## src/hdl/fbik_pkg.sv

```systemverilog
`timescale 1ns / 1ps
// ----------------------------------------------------------------------------
// fbik_pkg
// Shared types, widths, micro-op codes and small functions of the five-bar
// inverse kinematics solver.
// ----------------------------------------------------------------------------
package fbik_pkg;

  localparam int CoordW    = 16;
  localparam int CfgW      = 15;
  localparam int CfgIdxW   = 2;
  localparam int AngW      = 16;
  localparam int AngleFracBits = 12;
  localparam int WorkBits  = 20;
  localparam int AngShift  = WorkBits - AngleFracBits;
  localparam int OffW      = 18;
  localparam int MulW      = 34;
  localparam int ProdW     = 2 * MulW;
  localparam int KneeW     = 52;
  localparam int RootW     = 64;
  localparam int HgtW      = 32;
  localparam int CorW      = 53;
  localparam int ZW        = 24;
  localparam int AngWideW  = 26;
  localparam int CordicSteps = 20;
  localparam int StepW     = 5;
  localparam int TabW      = 20;

  localparam logic signed [ZW-1:0] PiWork = 24'sd3294199;

  localparam logic [StepW-1:0] StepSpan = 5'd13;
  localparam logic [StepW-1:0] StepSqrt = 5'd17;
  localparam logic [StepW-1:0] StepLast = 5'd26;

  typedef enum logic [CfgIdxW-1:0] {
    REG_BASE  = 2'd0,
    REG_UPPER = 2'd1,
    REG_LOWER = 2'd2
  } cfg_reg_e;

  typedef enum logic [4:0] {
    OP_NOP, OP_LOAD_IN, OP_OFFSET,
    OP_MUL_OXOX, OP_D2_LOAD, OP_MUL_OYOY, OP_D2_ADD,
    OP_MUL_UPUP, OP_UP2_LOAD, OP_MUL_LOLO, OP_LO2_LOAD,
    OP_MUL_SUM, OP_SUM2_LOAD, OP_MUL_GAP, OP_CHECK,
    OP_MUL_SPAN, OP_SPAN_LOAD, OP_MUL_LEAD2, OP_RAD, OP_SQRT_START,
    OP_MUL_LEADOX, OP_PA_LOAD, OP_MUL_HOY, OP_U_SET,
    OP_MUL_LEADOY, OP_MUL_HOX, OP_V_SET, OP_PICK,
    OP_ATAN_START, OP_ANG_STORE, OP_OUT_LOAD
  } dp_op_e;

  typedef struct packed {
    dp_op_e op;
    logic   left;
  } dp_cmd_t;

  typedef struct packed {
    logic reach;
    logic sqrt_done;
    logic atan_done;
    logic out_busy;
  } dp_sts_t;

  // micro-op sequence of one knee solve
  function automatic dp_op_e knee_op(logic [StepW-1:0] step);
    dp_op_e op;
    case (step)
      5'd0:  op = OP_OFFSET;
      5'd1:  op = OP_MUL_OXOX;
      5'd2:  op = OP_D2_LOAD;
      5'd3:  op = OP_MUL_OYOY;
      5'd4:  op = OP_D2_ADD;
      5'd5:  op = OP_MUL_UPUP;
      5'd6:  op = OP_UP2_LOAD;
      5'd7:  op = OP_MUL_LOLO;
      5'd8:  op = OP_LO2_LOAD;
      5'd9:  op = OP_MUL_SUM;
      5'd10: op = OP_SUM2_LOAD;
      5'd11: op = OP_MUL_GAP;
      5'd12: op = OP_CHECK;
      5'd13: op = OP_MUL_SPAN;
      5'd14: op = OP_SPAN_LOAD;
      5'd15: op = OP_MUL_LEAD2;
      5'd16: op = OP_RAD;
      5'd17: op = OP_SQRT_START;
      5'd18: op = OP_MUL_LEADOX;
      5'd19: op = OP_PA_LOAD;
      5'd20: op = OP_MUL_HOY;
      5'd21: op = OP_U_SET;
      5'd22: op = OP_MUL_LEADOY;
      5'd23: op = OP_PA_LOAD;
      5'd24: op = OP_MUL_HOX;
      5'd25: op = OP_V_SET;
      5'd26: op = OP_PICK;
      default: op = OP_NOP;
    endcase
    return op;
  endfunction

  // atan(2^-i) in q.20 radians
  function automatic logic [TabW-1:0] atan_entry(logic [StepW-1:0] i);
    logic [TabW-1:0] v;
    case (i)
      5'd0:  v = 20'd823550;
      5'd1:  v = 20'd486170;
      5'd2:  v = 20'd256879;
      5'd3:  v = 20'd130396;
      5'd4:  v = 20'd65451;
      5'd5:  v = 20'd32757;
      5'd6:  v = 20'd16383;
      5'd7:  v = 20'd8192;
      5'd8:  v = 20'd4096;
      5'd9:  v = 20'd2048;
      5'd10: v = 20'd1024;
      5'd11: v = 20'd512;
      5'd12: v = 20'd256;
      5'd13: v = 20'd128;
      5'd14: v = 20'd64;
      5'd15: v = 20'd32;
      5'd16: v = 20'd16;
      5'd17: v = 20'd8;
      5'd18: v = 20'd4;
      5'd19: v = 20'd2;
      default: v = '0;
    endcase
    return v;
  endfunction

  // arithmetic shift right that truncates toward zero
  function automatic logic signed [CorW-1:0] shr_tz(logic signed [CorW-1:0] v,
                                                   logic [StepW-1:0] s);
    logic [CorW-1:0] m;
    m = v[CorW-1] ? CorW'(-v) : CorW'(v);
    m = m >> s;
    return v[CorW-1] ? $signed(-m) : $signed(m);
  endfunction

  // round half up to the angle format and saturate
  function automatic logic signed [AngW-1:0] to_angle(logic signed [AngWideW-1:0] w);
    logic signed [AngWideW:0] t;
    logic signed [AngWideW:0] q;
    t = (AngWideW+1)'(w) + ((AngWideW+1)'(1) <<< (AngShift - 1));
    q = t >>> AngShift;
    if (q > (AngWideW+1)'(32767)) return 16'sh7fff;
    else if (q < -(AngWideW+1)'(32768)) return 16'sh8000;
    else return q[AngW-1:0];
  endfunction

endpackage

```

## src/hdl/fbik_ctrl.sv

```systemverilog
`timescale 1ns / 1ps
// ----------------------------------------------------------------------------
// fbik_ctrl
// Sequencer: walks the knee micro-op steps for both pivots, waits on the root
// and atan units and hands the result to the output register.
// ----------------------------------------------------------------------------
module fbik_ctrl (
  input  logic                clk_i,
  input  logic                rst_ni,
  input  logic                in_valid_i,
  output logic                in_ready_o,
  output fbik_pkg::dp_cmd_t   cmd_o,
  input  fbik_pkg::dp_sts_t   sts_i
);
  import fbik_pkg::*;

  typedef enum logic [6:0] {
    ST_IDLE      = 7'b0000001,
    ST_KNEE_A    = 7'b0000010,
    ST_SQRT_WAIT = 7'b0000100,
    ST_KNEE_B    = 7'b0001000,
    ST_ATAN_GO   = 7'b0010000,
    ST_ATAN_WAIT = 7'b0100000,
    ST_OUT       = 7'b1000000
  } ctrl_state_e;

  ctrl_state_e      state_q, state_d;
  logic [StepW-1:0] step_q, step_d;
  logic             left_q, left_d;

  always_comb begin
    state_d   = state_q;
    step_d    = step_q;
    left_d    = left_q;
    cmd_o.op  = OP_NOP;
    cmd_o.left = left_q;
    unique case (state_q)
      ST_IDLE: begin
        if (in_valid_i) begin
          cmd_o.op = OP_LOAD_IN;
          left_d   = 1'b0;
          step_d   = '0;
          state_d  = ST_KNEE_A;
        end
      end
      ST_KNEE_A: begin
        if (step_q == StepSpan && !sts_i.reach) begin
          // foot out of reach of this pivot
          state_d = ST_OUT;
        end else begin
          cmd_o.op = knee_op(step_q);
          step_d   = step_q + StepW'(1);
          if (step_q == StepSqrt) state_d = ST_SQRT_WAIT;
        end
      end
      ST_SQRT_WAIT: begin
        if (sts_i.sqrt_done) state_d = ST_KNEE_B;
      end
      ST_KNEE_B: begin
        cmd_o.op = knee_op(step_q);
        step_d   = step_q + StepW'(1);
        if (step_q == StepLast) begin
          step_d = '0;
          if (!left_q) begin
            left_d  = 1'b1;
            state_d = ST_KNEE_A;
          end else begin
            left_d  = 1'b0;
            state_d = ST_ATAN_GO;
          end
        end
      end
      ST_ATAN_GO: begin
        cmd_o.op = OP_ATAN_START;
        state_d  = ST_ATAN_WAIT;
      end
      ST_ATAN_WAIT: begin
        if (sts_i.atan_done) begin
          cmd_o.op = OP_ANG_STORE;
          if (left_q) begin
            state_d = ST_OUT;
          end else begin
            left_d  = 1'b1;
            state_d = ST_ATAN_GO;
          end
        end
      end
      ST_OUT: begin
        if (!sts_i.out_busy) begin
          cmd_o.op = OP_OUT_LOAD;
          state_d  = ST_IDLE;
        end
      end
      default: state_d = ST_IDLE;
    endcase
  end

  always_ff @(posedge clk_i or negedge rst_ni) begin
    if (!rst_ni) begin
      state_q <= ST_IDLE;
      step_q  <= '0;
      left_q  <= 1'b0;
    end else begin
      state_q <= state_d;
      step_q  <= step_d;
      left_q  <= left_d;
    end
  end

  assign in_ready_o = (state_q == ST_IDLE);

  a_sqrt_wait: assert property (@(posedge clk_i) disable iff (!rst_ni)
    cmd_o.op == OP_SQRT_START |=> state_q == ST_SQRT_WAIT)
    else $error("no wait after root start");

  a_knee_b_step: assert property (@(posedge clk_i) disable iff (!rst_ni)
    state_q == ST_KNEE_B |-> step_q > StepSqrt)
    else $error("second knee phase on early step");

  a_out_handoff: assert property (@(posedge clk_i) disable iff (!rst_ni)
    (state_q == ST_OUT && !sts_i.out_busy) |=> state_q == ST_IDLE)
    else $error("result not handed off");

endmodule
```

## config.mk

```make
export PLATFORM = sky130hd
export DESIGN_NAME = fbik_ctrl
export DESIGN_NICKNAME = d
export VERILOG_FILES = /design/src/hdl/fbik_pkg.sv /design/src/hdl/fbik_ctrl.sv
export SDC_FILE = /design/constraint.sdc
export NUM_CORES = 1
export LEC_CHECK = 0
export ABC_AREA = 1
export BUFFER_PORTS_ARGS = -buffer_cell sky130_fd_sc_hd__buf_2
export CAP_MARGIN = 25
export CORE_MARGIN = 4
export CORE_UTILIZATION = 61
export CTS_BUF_LIST = sky130_fd_sc_hd__clkbuf_8
export CTS_CLUSTER_DIAMETER = 80
export DETAILED_ROUTE_END_ITERATION = 10
export GPL_TIMING_DRIVEN = 0
export PLACE_DENSITY = 0.91
export SYNTH_ARGS = -nofsm -noshare
export SYNTH_HDL_FRONTEND = slang
export SYNTH_SLANG_ARGS = --single-unit
```

## constraint.sdc

```tcl
create_clock -name clk_i -period 1.95 [get_ports clk_i]
set_input_delay 0.195 -clock clk_i [delete_from_list [all_inputs] [get_ports clk_i]]
set_output_delay 0.195 -clock clk_i [all_outputs]
set_load 0.01 [all_outputs]
```

==> results.md, run 1 <==
* Dpl hpwl at between 2 and 2.5 mm
* Synthesis Warnings at 0
* Boundary Pins at 14
* Arr. time, crit path at 1.68 ns
* Met3 WL at 347 um
* Die height at between 50 and 60 um
* Clk buf depth at 2
* Synth area leaders: dfrtp_1 22%, nand2_1 14%, nand3_1 7.5%
* Slowest cell on crit path: dfrtp_2
* Largest net degree at the start of global routing at 14
* Leading area contributor after synthesis: dfrtp_1
* Tmin final at 1.875 ns
* M1 WL at ~1.4 mm
* Root buf cell: clkbuf_8
* Antenna-violating nets left at 0
* Clk slew on worst S/H paths at 0.06 ns
* Mean Syn Cell Area at roughly 7.0 sq um
* Clock sink count at 13
* Die Footprint at 3006 sq um
* GP Congestion at 0.8934
* Initial DRC count at a little over 70
* Cells along the critical path: buf_4 -> ha_1 -> inv_1 -> o21ai_1 -> nor2_1 -> a21oi_1 -> o21ai_1 -> buf_2
* Relative max-transition margin at around four fifths
* Post-Place Cells at 230
* Final Hold Viols at 0
* DR vias/cell at 5.924
* Post-synthesis instance area at 1338 sq um
* Top Layer Used: met4
* Power Density at 1171 nW/um^2
* Diodes inserted at 0
* IR drop worst, VDD at roughly 0.95 mV
* First-pass iteration count of the detailed router at 6
* Setup crit end kind: output pin
* Met2 Wirelength at 1.713 mm
* Most frequent CP cell: o21ai_1
* Fmax at 533.4 MHz
* GRT overflow at 0
* Vias in the first global route at 1262
* Status: finished clean
* Final cell count without fillers at 238
* Die Span X at 54.83 um
* Final nets at between 200 and 250
* WL/cell at 15.33 um
* Top-area cell type share of the netlist area at between 20% and 30%
* Remaining DRCs at 0
* Fill count at 135
* Req. time, crit path at between 1.5 and 2 ns
* Total GRT Usage at between 20% and 30%
* CP max stage delay at 0.46 ns
* Vias after detailed routing at between 1000 and 1500
* Worst-path fanout max at 7
* Crit path launch type: flop
* Worst-Skew Late Latency at 0.25 ns
* Synth cell types at 28
* Setup Crit Path Kind: reg2out
* Final clock skew at 0.0005946 ns
* Initial Util at 66.15%
* Row cnt at 16
* H-tree Lvls at 1
* Most frequent cells in the layout: 48 x nand2_1, 20 x nand3_1, 17 x inv_1, 16 x nor2_1, 13 x buf_2
* Layout cell share with drive strength beyond 1 at about a third
* Number of synthesized register bits at 13
* Setup TNS at 0 ns
* Initial antenna violation count at 0
* CTS tree: built
* CTS Buf Count at 3
* WL final at 3.648 mm
* Min-Delay Path Class: in2reg
* Commonest non-fill, non-tap cell in the layout: nand2_1
* IO Port Bufs at 13
* Hold slack at around 0.25 ns
* Cells after synthesis at 190
* Area grow syn2layout at 15.34%
* Synth Net Count at 204
* Setup violations, final at 0
* Fin crit share at 96.15%
* Core footprint at about 2000 sq um
* P_leak at between 0.0008 and 0.0009 uW
* Max-Cap Viols at 0
* Sequential area share after synthesis at 24.42%
* Worst-margin pin slew at a little under 0.3 ns
* First-pass GRT wire length at about 5.4 mm
* Max Slew Vio Count at 0
==> power by group <==
group / total (uW) / switching (uW) / internal [uW] / leakage, uW
registers: 412 / 73.4 / 339 / 0.000172
clock network: 250 / 111 / 140 / 0.0000269
logic: 1140 / 741 / 403 / 0.000650
==> kinds of logic after synthesis <==
| logic type | Yosys count | share of synthesized area [%] |
|---|---|---|
| DFF | 13 | 24.42 |
| adders and majority gates | 7 | 6.548 |
| xor gates and xnor gates | 1 | 0.6549 |
| AOI/OAI and AO/OA | 23 | 9.541 |
| buffers and inverters | 28 | 8.700 |
| and+or+nand+nor | 118 | 50.14 |
==> metal layers <==
metal,global-route usage (%),up-vias
li1,-,646
met1,31.22,654
met2,42.32,82
met3,3.815,28
met4,9.544,0
met5,0,-
==> area by class of cell <==
type / instances / area (sq um) / area share [%]
plain buffers: 3 / 22.52 / 1.460
clock buffers: 3 / 41.29 / 2.676
clock inverters: 1 / 3.754 / 0.2433
inverters: 25 / 93.84 / 6.083
multi-input cells: 149 / 920.9 / 59.69
flip-flops and latches: 13 / 329.1 / 21.33
well taps: 27 / 33.78 / 2.190
repair buffers: 17 / 97.59 / 6.326
==> flip-flops by register name, summed over array words and instances, names as in the netlist <==
register	cells
state_q	7
step_q	5
left_q	1
==> worst max-delay path: cells and delay by family, from the launching register on <==
family / cells / cell delay (ns)
flip-flops: 1 / 0.46
AO/OA/AOI/OAI: 3 / 0.28
adder cells (fa/ha/maj): 1 / 0.18
buffers and inverters: 3 / 0.38
AND/OR/NAND/NOR: 1 / 0.12
==> timing repair <==
item                                    in CTS  in global routing
gates resized for setup                      1                 11
hold buffers                                 1                  0
pin swaps                                    0                  2
endpoints found under the hold margin       12                  0
endpoints found under the setup margin       3                  5
buffers inserted                             0                  3
==> through the flow <==
stage / instance area, sq um / setup WS, ns / total power [uW] / util, %
after floorplan: 1338 / 0.4713 / 1207 / -
after global placement: 1436 / 0.3075 / 1384 / 71.04
after detailed placement: 1436 / 0.2664 / 1434 / 71.04
after CTS: 1493 / 0.03689 / 1687 / 73.82
after global routing: 1543 / -0.02287 / 1917 / 76.30
final: 1543 / 0.07515 / 1807 / 76.30
==> cell usage after synthesis <==
library cell / count
nor2_4: 7
nand2_2: 4
nor2_2: 7
a31oi_1: 1
nand3_4: 1
o21ai_1: 3
inv_1: 18
dfstp_2: 1
o22ai_1: 1
nand2_8: 1
o21ai_0: 11
nand3_2: 4
nor2_8: 2
inv_2: 7
nor3_1: 1
a22oi_1: 1
a211oi_1: 1
buf_4: 3
nand3_1: 20
xor2_1: 1
dfrtp_1: 12
nand2_4: 4
nand3b_1: 1
ha_1: 7
a21oi_1: 3
nor2_1: 17
a21boi_0: 2
nand2_1: 49
==> final timing paths <==
check | startpoint | to | slack, ns | cells after the start
setup reg to reg | step_q[0] | state_q[6] | 0.14 | 10
min in group asynchronous | rst_ni | step_q[4] | 0.36 | 2
setup / recovery | step_q[1] | cmd_o[3] | 0.08 | 8
hold / removal | sts_i[1] | state_q[5] | 0.25 | 4
hold reg to reg | step_q[1] | step_q[1] | 0.60 | 2
max in group asynchronous | rst_ni | state_q[0] | 1.30 | 2
(Power assumes the default switching activity.)
==> run 2, diff against run 1 <==
--- a/config.mk
+++ b/config.mk
@@ -5,11 +5,10 @@
 export SDC_FILE = /design/constraint.sdc
 export NUM_CORES = 1
 export LEC_CHECK = 0
-export ABC_AREA = 1
 export BUFFER_PORTS_ARGS = -buffer_cell sky130_fd_sc_hd__buf_2
 export CAP_MARGIN = 25
 export CORE_MARGIN = 4
-export CORE_UTILIZATION = 61
+export CORE_UTILIZATION = 60
 export CTS_BUF_LIST = sky130_fd_sc_hd__clkbuf_8
 export CTS_CLUSTER_DIAMETER = 80
 export DETAILED_ROUTE_END_ITERATION = 10
==> constraint.sdc (replaced) <==
create_clock -name clk_i -period 1.75 [get_ports clk_i]
set_input_delay 0.175 -clock clk_i [delete_from_list [all_inputs] [get_ports clk_i]]
set_output_delay 0.175 -clock clk_i [all_outputs]
set_load 0.02 [all_outputs]
==> run 2 against run 1 <==
The run now fails in global routing (5_1_grt). Synthesized area fell by 11%. Synthesized cell count fell by 22%.
==> results.md, run 2 <==
* Status: aborted with a tool error
* Stopped at: global routing (5_1_grt)
* Tool error: [ERROR GRT-0232] Routing congestion too high. Check the congestion heatmap in the GUI.
* H-tree Lvls at 1 (unchanged)
* Cell with the most instances after synthesis: nor2_1
* Cells after synthesis at 149 (-22%)
* IO Port Bufs at 13 (unchanged)
* Synth cell types at 49 (+75%)
* Clock sink count at 13 (unchanged)
* Mean Syn Cell Area at 7.969 sq um (+13%)
* Top-area cell type share of the netlist area at 25.29% (+2.8 points)
* Post-Place Cells at 187 (-19%)
* Total GRT Usage at 68.32%
* Leading area contributor after synthesis: dfrtp_1
* Number of synthesized register bits at 13 (unchanged)
* Clk buf depth at 2 (unchanged)
* Grt repair worst endpoint: cmd_o[3]
* GP Congestion at 0.9591 (+7.4%)
* Die height at 52.49 um (-4.3%)
* Boundary Pins at 14 (unchanged)
* Synth area leaders: dfrtp_1 25%, ha_1 7.4%, o21ai_0 5.9%
* Die Span X at 52.49 um (-4.3%)
* Dpl hpwl at 2.137 mm (-13%)
* Most used DFF post-synth: dfrtp_1
* Largest net degree at the start of global routing at 14
* Ys async rst share at 100.0% (unchanged)
* Initial Util at 65.90% (-0.25 points)
* Sequential area share after synthesis at 27.50% (+3.1 points)
* Most frequent cells after synthesis: 15 x nor2_1, 14 x o21ai_0, 12 x dfrtp_1, 12 x nand2_1
* CTS Buf Count at 3 (unchanged)
* Root buf cell: clkbuf_8
* Worst EP Category: output port
* GRT overflow at 25
* Worst slack at placement at -0.4945 ns (-0.7609 ns)
* Row cnt at 15 (-1)
* Synthesis Warnings at 0 (unchanged)
* Synth Net Count at 163 (-20%)
* Post-synthesis instance area at 1187 sq um (-11%)
* EDFF count, synth at 0 (unchanged)
run 2: cell count changes after synthesis, sizes merged, moves of 4 or more:
cell	delta
clkbuf	+4
inv	-19
nand2	-46
nand2b	+5
nand3	-22
nor2	-18
nor2b	+7
run 2: timing repair:
item                       CTS
resized for setup           40
setup endpoints to repair   17
hold endpoints to repair    12
buffers inserted            14
gates cloned                 0
pin swaps                   15
hold buffers                 1
run 2: stage by stage:
| step | instance area [sq um] | TNS [ns] | utilization [%] |
|---|---|---|---|
| 3_3_place_gp | 1286 | -3.280 | 71.39 |
| 3_5_place_dp | 1286 | -3.858 | 71.39 |
| 4_1_cts | 1564 | -2.466 | 86.81 |
| 2_1_floorplan | 1190 | -0.8114 | - |
run 2: kinds of logic after synthesis:
group | Yosys count | share of synthesized area, %
DFF | 13 | 27.50
buffers and inverters | 15 | 6.110
adders and majority gates | 7 | 7.376
and+or+nand+nor | 67 | 31.19
AOI/OAI and AO/OA | 46 | 26.98
muxes | 1 | 0.8430
run 2: layer usage:
layer | GRT overflow | global-route usage, %
met5 | 0 | 0
met1 | 1 | 71.81
met3 | 0 | 46.44
met4 | 15 | 74.04
met2 | 9 | 83.26
==> run 3, diff against run 2 <==
==> config.mk (replaced) <==
export PLATFORM = sky130hd
export DESIGN_NAME = fbik_ctrl
export DESIGN_NICKNAME = d
export VERILOG_FILES = /design/src/hdl/fbik_pkg.sv /design/src/hdl/fbik_ctrl.sv
export SDC_FILE = /design/constraint.sdc
export NUM_CORES = 1
export LEC_CHECK = 0
export BUFFER_PORTS_ARGS = -buffer_cell sky130_fd_sc_hd__buf_2
export CAP_MARGIN = 25
export CORE_AREA = 4 4 65 67
export DETAILED_ROUTE_END_ITERATION = 10
export DIE_AREA = 0 0 69 71
export GPL_TIMING_DRIVEN = 0
export PLACE_DENSITY_LB_ADDON = 0.15
export SYNTH_ARGS = -nofsm -noshare
export SYNTH_HDL_FRONTEND = slang
export SYNTH_SLANG_ARGS = --single-unit
==> run 3 against run 2 <==
The flow now finishes, with violations (setup timing). Synthesized area did not move. Synthesized cell count did not move.
==> results.md, run 3 <==
* Leading area contributor after synthesis: dfrtp_1
* Mean Syn Cell Area at 7.969 sq um (unchanged)
* Die Footprint at 4899 sq um
* Part of the power in registers at 23.3%
* Top-area cell type share of the netlist area at 25.29% (unchanged)
* First-pass iteration count of the detailed router at 4
* Worst-Skew Late Latency at 0.25 ns
* Tmin final at around 2.1 ns
* First-pass GRT wire length at between 6 and 7 mm
* Boundary Pins at 14 (unchanged)
* Synth Net Count at 163 (unchanged)
* Worst-margin pin slew at 0.3710 ns
* Vias in the first global route at roughly 1300
* Setup Crit Path Kind: reg2out
* Internal power at approximately 1100 uW
* Comb pwr share at 62.5%
* Most frequent cells in the layout: 22 x buf_4, 13 x nor2_1, 11 x nand2_1, 9 x buf_6, 9 x buf_2
* Worst-path fanout max at 4
* Req. time, crit path at roughly 1.6 ns
* Max Slew Vio Count at 0
* Fill count at 358
* Ys async rst share at 100.0% (unchanged)
* Biggest regs: state_q: 7 flops, step_q: 5 flops, left_q: 1 flops
* Initial DRC count at 87
* CTS tree: built
* Final Hold Viols at 0
* Switching power at 790.4 uW
* Remaining DRCs at 0
* Root buf cell: clkbuf_8
* Unrepaired setup endpoints after global routing: true
* Row cnt at 22 (+7)
* Crit path launch type: flop
* IO Port Bufs at 13 (unchanged)
* Setup violations, final at 16
* Sw Ratio at 40.83%
* Setup TNS at -3.318 ns
* CTS Buf Count at 3 (unchanged)
* Layout cell share with drive strength beyond 1 at 41.80%
* Fmax at 478.8 MHz
* Vias after detailed routing at between 1000 and 1500
* Post-synthesis instance area at 1187 sq um (unchanged)
* Sequential area share after synthesis at 27.50% (unchanged)
* Total Power at slightly below 2000 uW
* P_leak at 0.0007716 uW
* EDFF count, synth at 0 (unchanged)
* DR vias/cell at about 5.6
* Synth cell types at 49 (unchanged)
* Most frequent cells after synthesis: 15 x nor2_1, 14 x o21ai_0, 12 x dfrtp_1, 12 x nand2_1
* Max-Cap Viols at 0
* Synth area leaders: dfrtp_1 25%, ha_1 7.4%, o21ai_0 5.9%
* Total GRT Usage at between 10% and 20%
* Min-Delay Path Class: in2reg
* Area grow syn2layout at 50.16%
* Relative max-transition margin at 74.95%
* Setup crit end kind: output pin
* Max reg flops at 7
* GRT overflow at 0
* Initial Util at 32.68% (-33 points)
* Fin crit share at 119.3%
* Status: complete, but fails checks
* Core footprint at 3633 sq um
* Synthesis Warnings at 0 (unchanged)
* Power Density at 1086 nW/um^2
* H-tree Lvls at 1 (unchanged)
* Fin worst setup slack at -0.3386 ns
* Dpl hpwl at 2.379 mm (+11%)
* Cell with the most instances after synthesis: nor2_1
* Clock Power Share at between 10% and 20%
* Final clock skew at roughly 0.0025 ns
* Cells after synthesis at 149 (unchanged)
* WL/cell at 15.26 um
* IR drop worst, VDD at around 0.37 mV
* Commonest non-fill, non-tap cell in the layout: buf_4
* Largest net degree at the start of global routing at 14
* Failing checks: setup timing
* Arr. time, crit path at 1.91 ns
* WL final at between 3 and 4 mm
* Die Span X at 69 um (+31%)
* Final nets at 204
* Die height at 71 um (+35%)
* Most used DFF post-synth: dfrtp_1
* Clk slew on worst S/H paths at roughly 0.060 ns
* Clk buf depth at 2 (unchanged)
* GP Congestion at 0.7948 (-17%)
* Antenna-violating nets left at 0
* Clock sink count at 13 (unchanged)
* Initial antenna violation count at 0
* Number of synthesized register bits at 13 (unchanged)
* Biggest register: state_q
* Diodes inserted at 0
[run 3: cell counts after synthesis]
No cell type changed its count.
[run 3: per-layer routing]
layer	global-route usage, %	wire length (um)
met5	0	0
met2	25.21	1674
met4	5.857	100
met1	19.13	1628
met3	2.699	213
[run 3: per-stage QoR]
| step | instances | hold slack (ns) | util [%] | setup WS, ns | cell area [sq um] |
|---|---|---|---|---|---|
| after floorplan | 149 | -0.1206 | - | -0.1987 | 1190 |
| after global placement | 210 | 0.08852 | 36.19 | -0.5175 | 1315 |
| after detailed placement | 210 | 0.08726 | 36.19 | -0.4992 | 1315 |
| after CTS | 230 | 0.2036 | 45.08 | -0.2968 | 1638 |
| after global routing | 237 | 0.2168 | 49.07 | -0.4027 | 1783 |
| final | 237 | 0.2109 | 49.07 | -0.3386 | 1783 |
[run 3: what timing repair did]
| item | CTS | global route |
|---|---|---|
| hold buffers | 1 | 0 |
| setup buffers | 16 | 8 |
| setup endpoints to repair | 17 | 16 |
| pin swaps | 10 | 16 |
| endpoints found under the hold margin | 12 | 0 |
| gates resized for setup | 37 | 28 |
[run 3: path summary, 6_finish.rpt]
check | start | end | slack, ns | cells past startpoint
worst max-delay path | state_q[4] | cmd_o[1] | -0.34 | 8
worst min-delay path | sts_i[2] | state_q[3] | 0.21 | 2
worst max register to register | state_q[4] | step_q[3] | -0.29 | 7
worst min register to register | step_q[1] | step_q[1] | 0.60 | 2
max in group asynchronous | rst_ni | state_q[0] | 1.12 | 2
min in group asynchronous | rst_ni | state_q[1] | 0.35 | 2
[run 3: final cells by class]
type	count	area [sq um]	share of cell area, %
flip-flops and latches	13	331.6	18.60
inverters	6	22.52	1.263
repair buffers	38	315.3	17.68
well taps	48	60.06	3.368
multi-input cells	121	949.7	53.26
clock buffers	4	45.04	2.526
plain buffers	7	58.81	3.298
[run 3: cell families after synthesis]
group,synth area share [%]
adders and majority gates,7.376
DFF,27.50
muxes,0.8430
and+or+nand+nor,31.19
AOI/OAI and AO/OA,26.98
buffers and inverters,6.110
[run 3: critical path: stages (launching register included)]
cell      delay [ns]
dfrtp_1         0.39
buf_6           0.13
buf_4           0.13
nor4_4          0.36
nand2b_1        0.16
nor2_2          0.19
a22oi_2         0.11
o21ai_2         0.07
buf_6           0.13
[run 3: power by group through the flow]
stage	clock network [uW]	logic (uW)	registers [uW]
final	276	1210	450
after floorplan	0	566	391
after detailed placement	0	727	408
after CTS	285	1040	442
after global placement	0	726	406
after global routing	293	1300	460
==> run 4, diff against run 3 <==
--- a/config.mk
+++ b/config.mk
@@ -12,6 +12,8 @@
 export DIE_AREA = 0 0 69 71
 export GPL_TIMING_DRIVEN = 0
 export PLACE_DENSITY_LB_ADDON = 0.15
+export RECOVER_POWER = 50
+export SETUP_SLACK_MARGIN = 0.4
 export SYNTH_ARGS = -nofsm -noshare
 export SYNTH_HDL_FRONTEND = slang
 export SYNTH_SLANG_ARGS = --single-unit
==> run 4 against run 3 <==
The flow still finishes with violations (setup timing). Non-clock buffer count rose by 5. Cell count grew 2.1%. Maximum frequency grew 3.6%. Final area grew 5.0%. Sequential power down 7.3%. Clock power down 2%. Worst hold slack gained 0.018 ns.
==> results.md, run 4 (synthesis results as in run 3) <==
* Status: complete, but fails checks
* Failing checks: setup timing
* Min-Delay Path Class: in2reg
* Core footprint at 3633 sq um (unchanged)
* Design area at 1872 sq um (+5.0%)
* Diodes inserted at 0 (unchanged)
* Dpl hpwl at 2.470 mm (+3.8%)
* Area of the multi-input gates at 994.7 sq um (+4.7%)
* Biggest register: state_q
* Relative max-transition margin at 48.09% (-27 points)
* Total GRT Usage at 14.79% (-0.25 points)
* Final nets at 209 (+2.5%)
* Tmin final at 2.017 ns (-0.07206 ns)
* Fin worst setup slack at -0.2665 ns (+0.07206 ns)
* Fmax at 495.9 MHz (+3.6%)
* CTS Buf Count at 3 (unchanged)
* Die height at 71 um (unchanged)
* DR vias/cell at 5.285 (-5.4%)
* Layout cell share with drive strength beyond 1 at 50.00% (+8.2 points)
* Initial antenna violation count at 0 (unchanged)
* Req. time, crit path at 1.90 ns (+0.33 ns)
* Row cnt at 22 (unchanged)
* Area grow syn2layout at 57.64%
* Final Hold Viols at 0 (unchanged)
* Fill count at 359 (+0.28%)
* Vias after detailed routing at 1279 (-3.4%)
* Hold slack at 0.2285 ns (+0.01756 ns)
* Final clock skew at 0.005781 ns (+0.003306 ns)
* Max Slew Vio Count at 0 (unchanged)
* Sequential cell area at 330.3 sq um (-0.38%)
* IR drop worst, VDD at 0.5027 mV (+36%)
* WL/cell at 15.54 um (+1.8%)
* GP Congestion at 0.7593 (-4.5%)
* CTS tree: built
* Worst-path fanout max at 4 (unchanged)
* Setup Crit Path Kind: reg2reg
* H-tree Lvls at 1 (unchanged)
* Worst slack at placement at -0.5345 ns (-0.03529 ns)
* Unrepaired setup endpoints after global routing: true
* Crit path launch type: flop
* IO Port Bufs at 13 (unchanged)
* First-pass iteration count of the detailed router at 4 (unchanged)
* Routing usage on met1 at 19.97% (+0.84 points)
* P_leak at 0.0008052 uW (+4.3%)
* Initial Util at 32.68% (unchanged)
* Setup crit end kind: flop
* Commonest non-fill, non-tap cell in the layout: buf_4
* Clk buf depth at 2 (unchanged)
* Arr. time, crit path at 2.16 ns (+0.25 ns)
* First-pass GRT wire length at 5.968 mm (-1.6%)
* Max reg flops at 7 (unchanged)
* Largest net degree at the start of global routing at 14 (unchanged)
* WL final at 3.760 mm (+4.0%)
* Clock sink count at 13 (unchanged)
* Power Density at 1048 nW/um^2 (-3.5%)
* Placed Area at 1365 sq um (+3.8%)
* Setup violations, final at 16 (unchanged)
* Initial DRC count at 59 (-32%)
* Most frequent cells in the layout: 23 x buf_4, 13 x buf_6, 11 x nor2_1, 10 x nand2_1, 9 x dfrtp_1
* Worst-Skew Late Latency at 0.24 ns (about the same)
* Boundary Pins at 14 (unchanged)
* Post-Place Cells at 210 (unchanged)
* Clk slew on worst S/H paths at 0.06 ns (about the same)
* Final cell count without fillers at 242 (+2.1%)
* Routing usage on met2 at 24.89% (-0.32 points)
* Met3 global-route usage at 2.557% (-0.14 points)
* Biggest regs: state_q: 7 flops, step_q: 5 flops, left_q: 1 flops
* Worst-margin pin slew at 0.7787 ns (+0.4077 ns)
* Most Crowded Layer GR: met2
* Fin crit share at 115.2% (-4.1 points)
* Antenna-violating nets left at 0 (unchanged)
* Die Span X at 69 um (unchanged)
* Vias in the first global route at 1229 (-4.4%)
* GRT overflow at 0 (unchanged)
* Die Footprint at 4899 sq um (unchanged)
* Max-Cap Viols at 0 (unchanged)
* Root buf cell: clkbuf_8
* Remaining DRCs at 0 (unchanged)
[run 4: final timing paths]
kind	start	endpoint	slack [ns]	cells after the start
max in group asynchronous	rst_ni	step_q[1]	0.69	2
worst min-delay path	sts_i[2]	state_q[3]	0.23	2
worst max register to register	state_q[4]	step_q[4]	-0.27	6
worst min register to register	left_q	left_q	0.64	1
worst max-delay path	state_q[4]	step_q[4]	-0.27	6
min in group asynchronous	rst_ni	left_q	0.52	2
[run 4: layout make-up]
type | count | area share (%)
Timing Repair Buffer | 41 | 18.25
Tap cell | 48 | 3.209
Inverter | 6 | 1.203
Buffer | 9 | 4.144
Clock buffer | 4 | 2.406
Sequential cell | 13 | 17.65
Multi-Input combinational cell | 121 | 53.14
[run 4: worst max-delay path, cell delays in order, from the launching register on]
cell	delay (ns)
dfrtp_1	0.37
buf_6	0.12
or4_4	0.56
a211oi_2	0.19
o22ai_2	0.13
or3_4	0.36
o31ai_2	0.19
[run 4: timing repair]
action,4_1_cts,5_1_grt
hold buffers,1,0
hold endpoints to repair,12,0
gates cloned,0,0
buffers inserted,19,8
pin swaps,16,12
resized for setup,44,23
endpoints found under the setup margin,19,19
[run 4: routing by layer]
metal / vias to the layer above / part of all wire [%]
li1: 642 / -
met1: 609 / 46
met2: 24 / 50
met3: 4 / 2.8
met4: 0 / 1.0
met5: - / 0
[run 4: per-stage QoR]
stage               total power (uW)  utilization (%)  setup TNS [ns]
floorplan                       1017                -         -0.8114
global placement                1201            37.57          -4.205
detailed placement              1215            37.57          -4.287
CTS                             1809            47.56          -2.814
global route                    2103            51.52          -4.286
finish                          1961            51.52          -2.929
[run 4: power breakdown]
| part | switching, uW | internal [uW] | total [uW] |
|---|---|---|---|
| sequential | 63.3 | 353 | 417 |
| clock | 110 | 161 | 271 |
| combinational | 641 | 634 | 1270 |
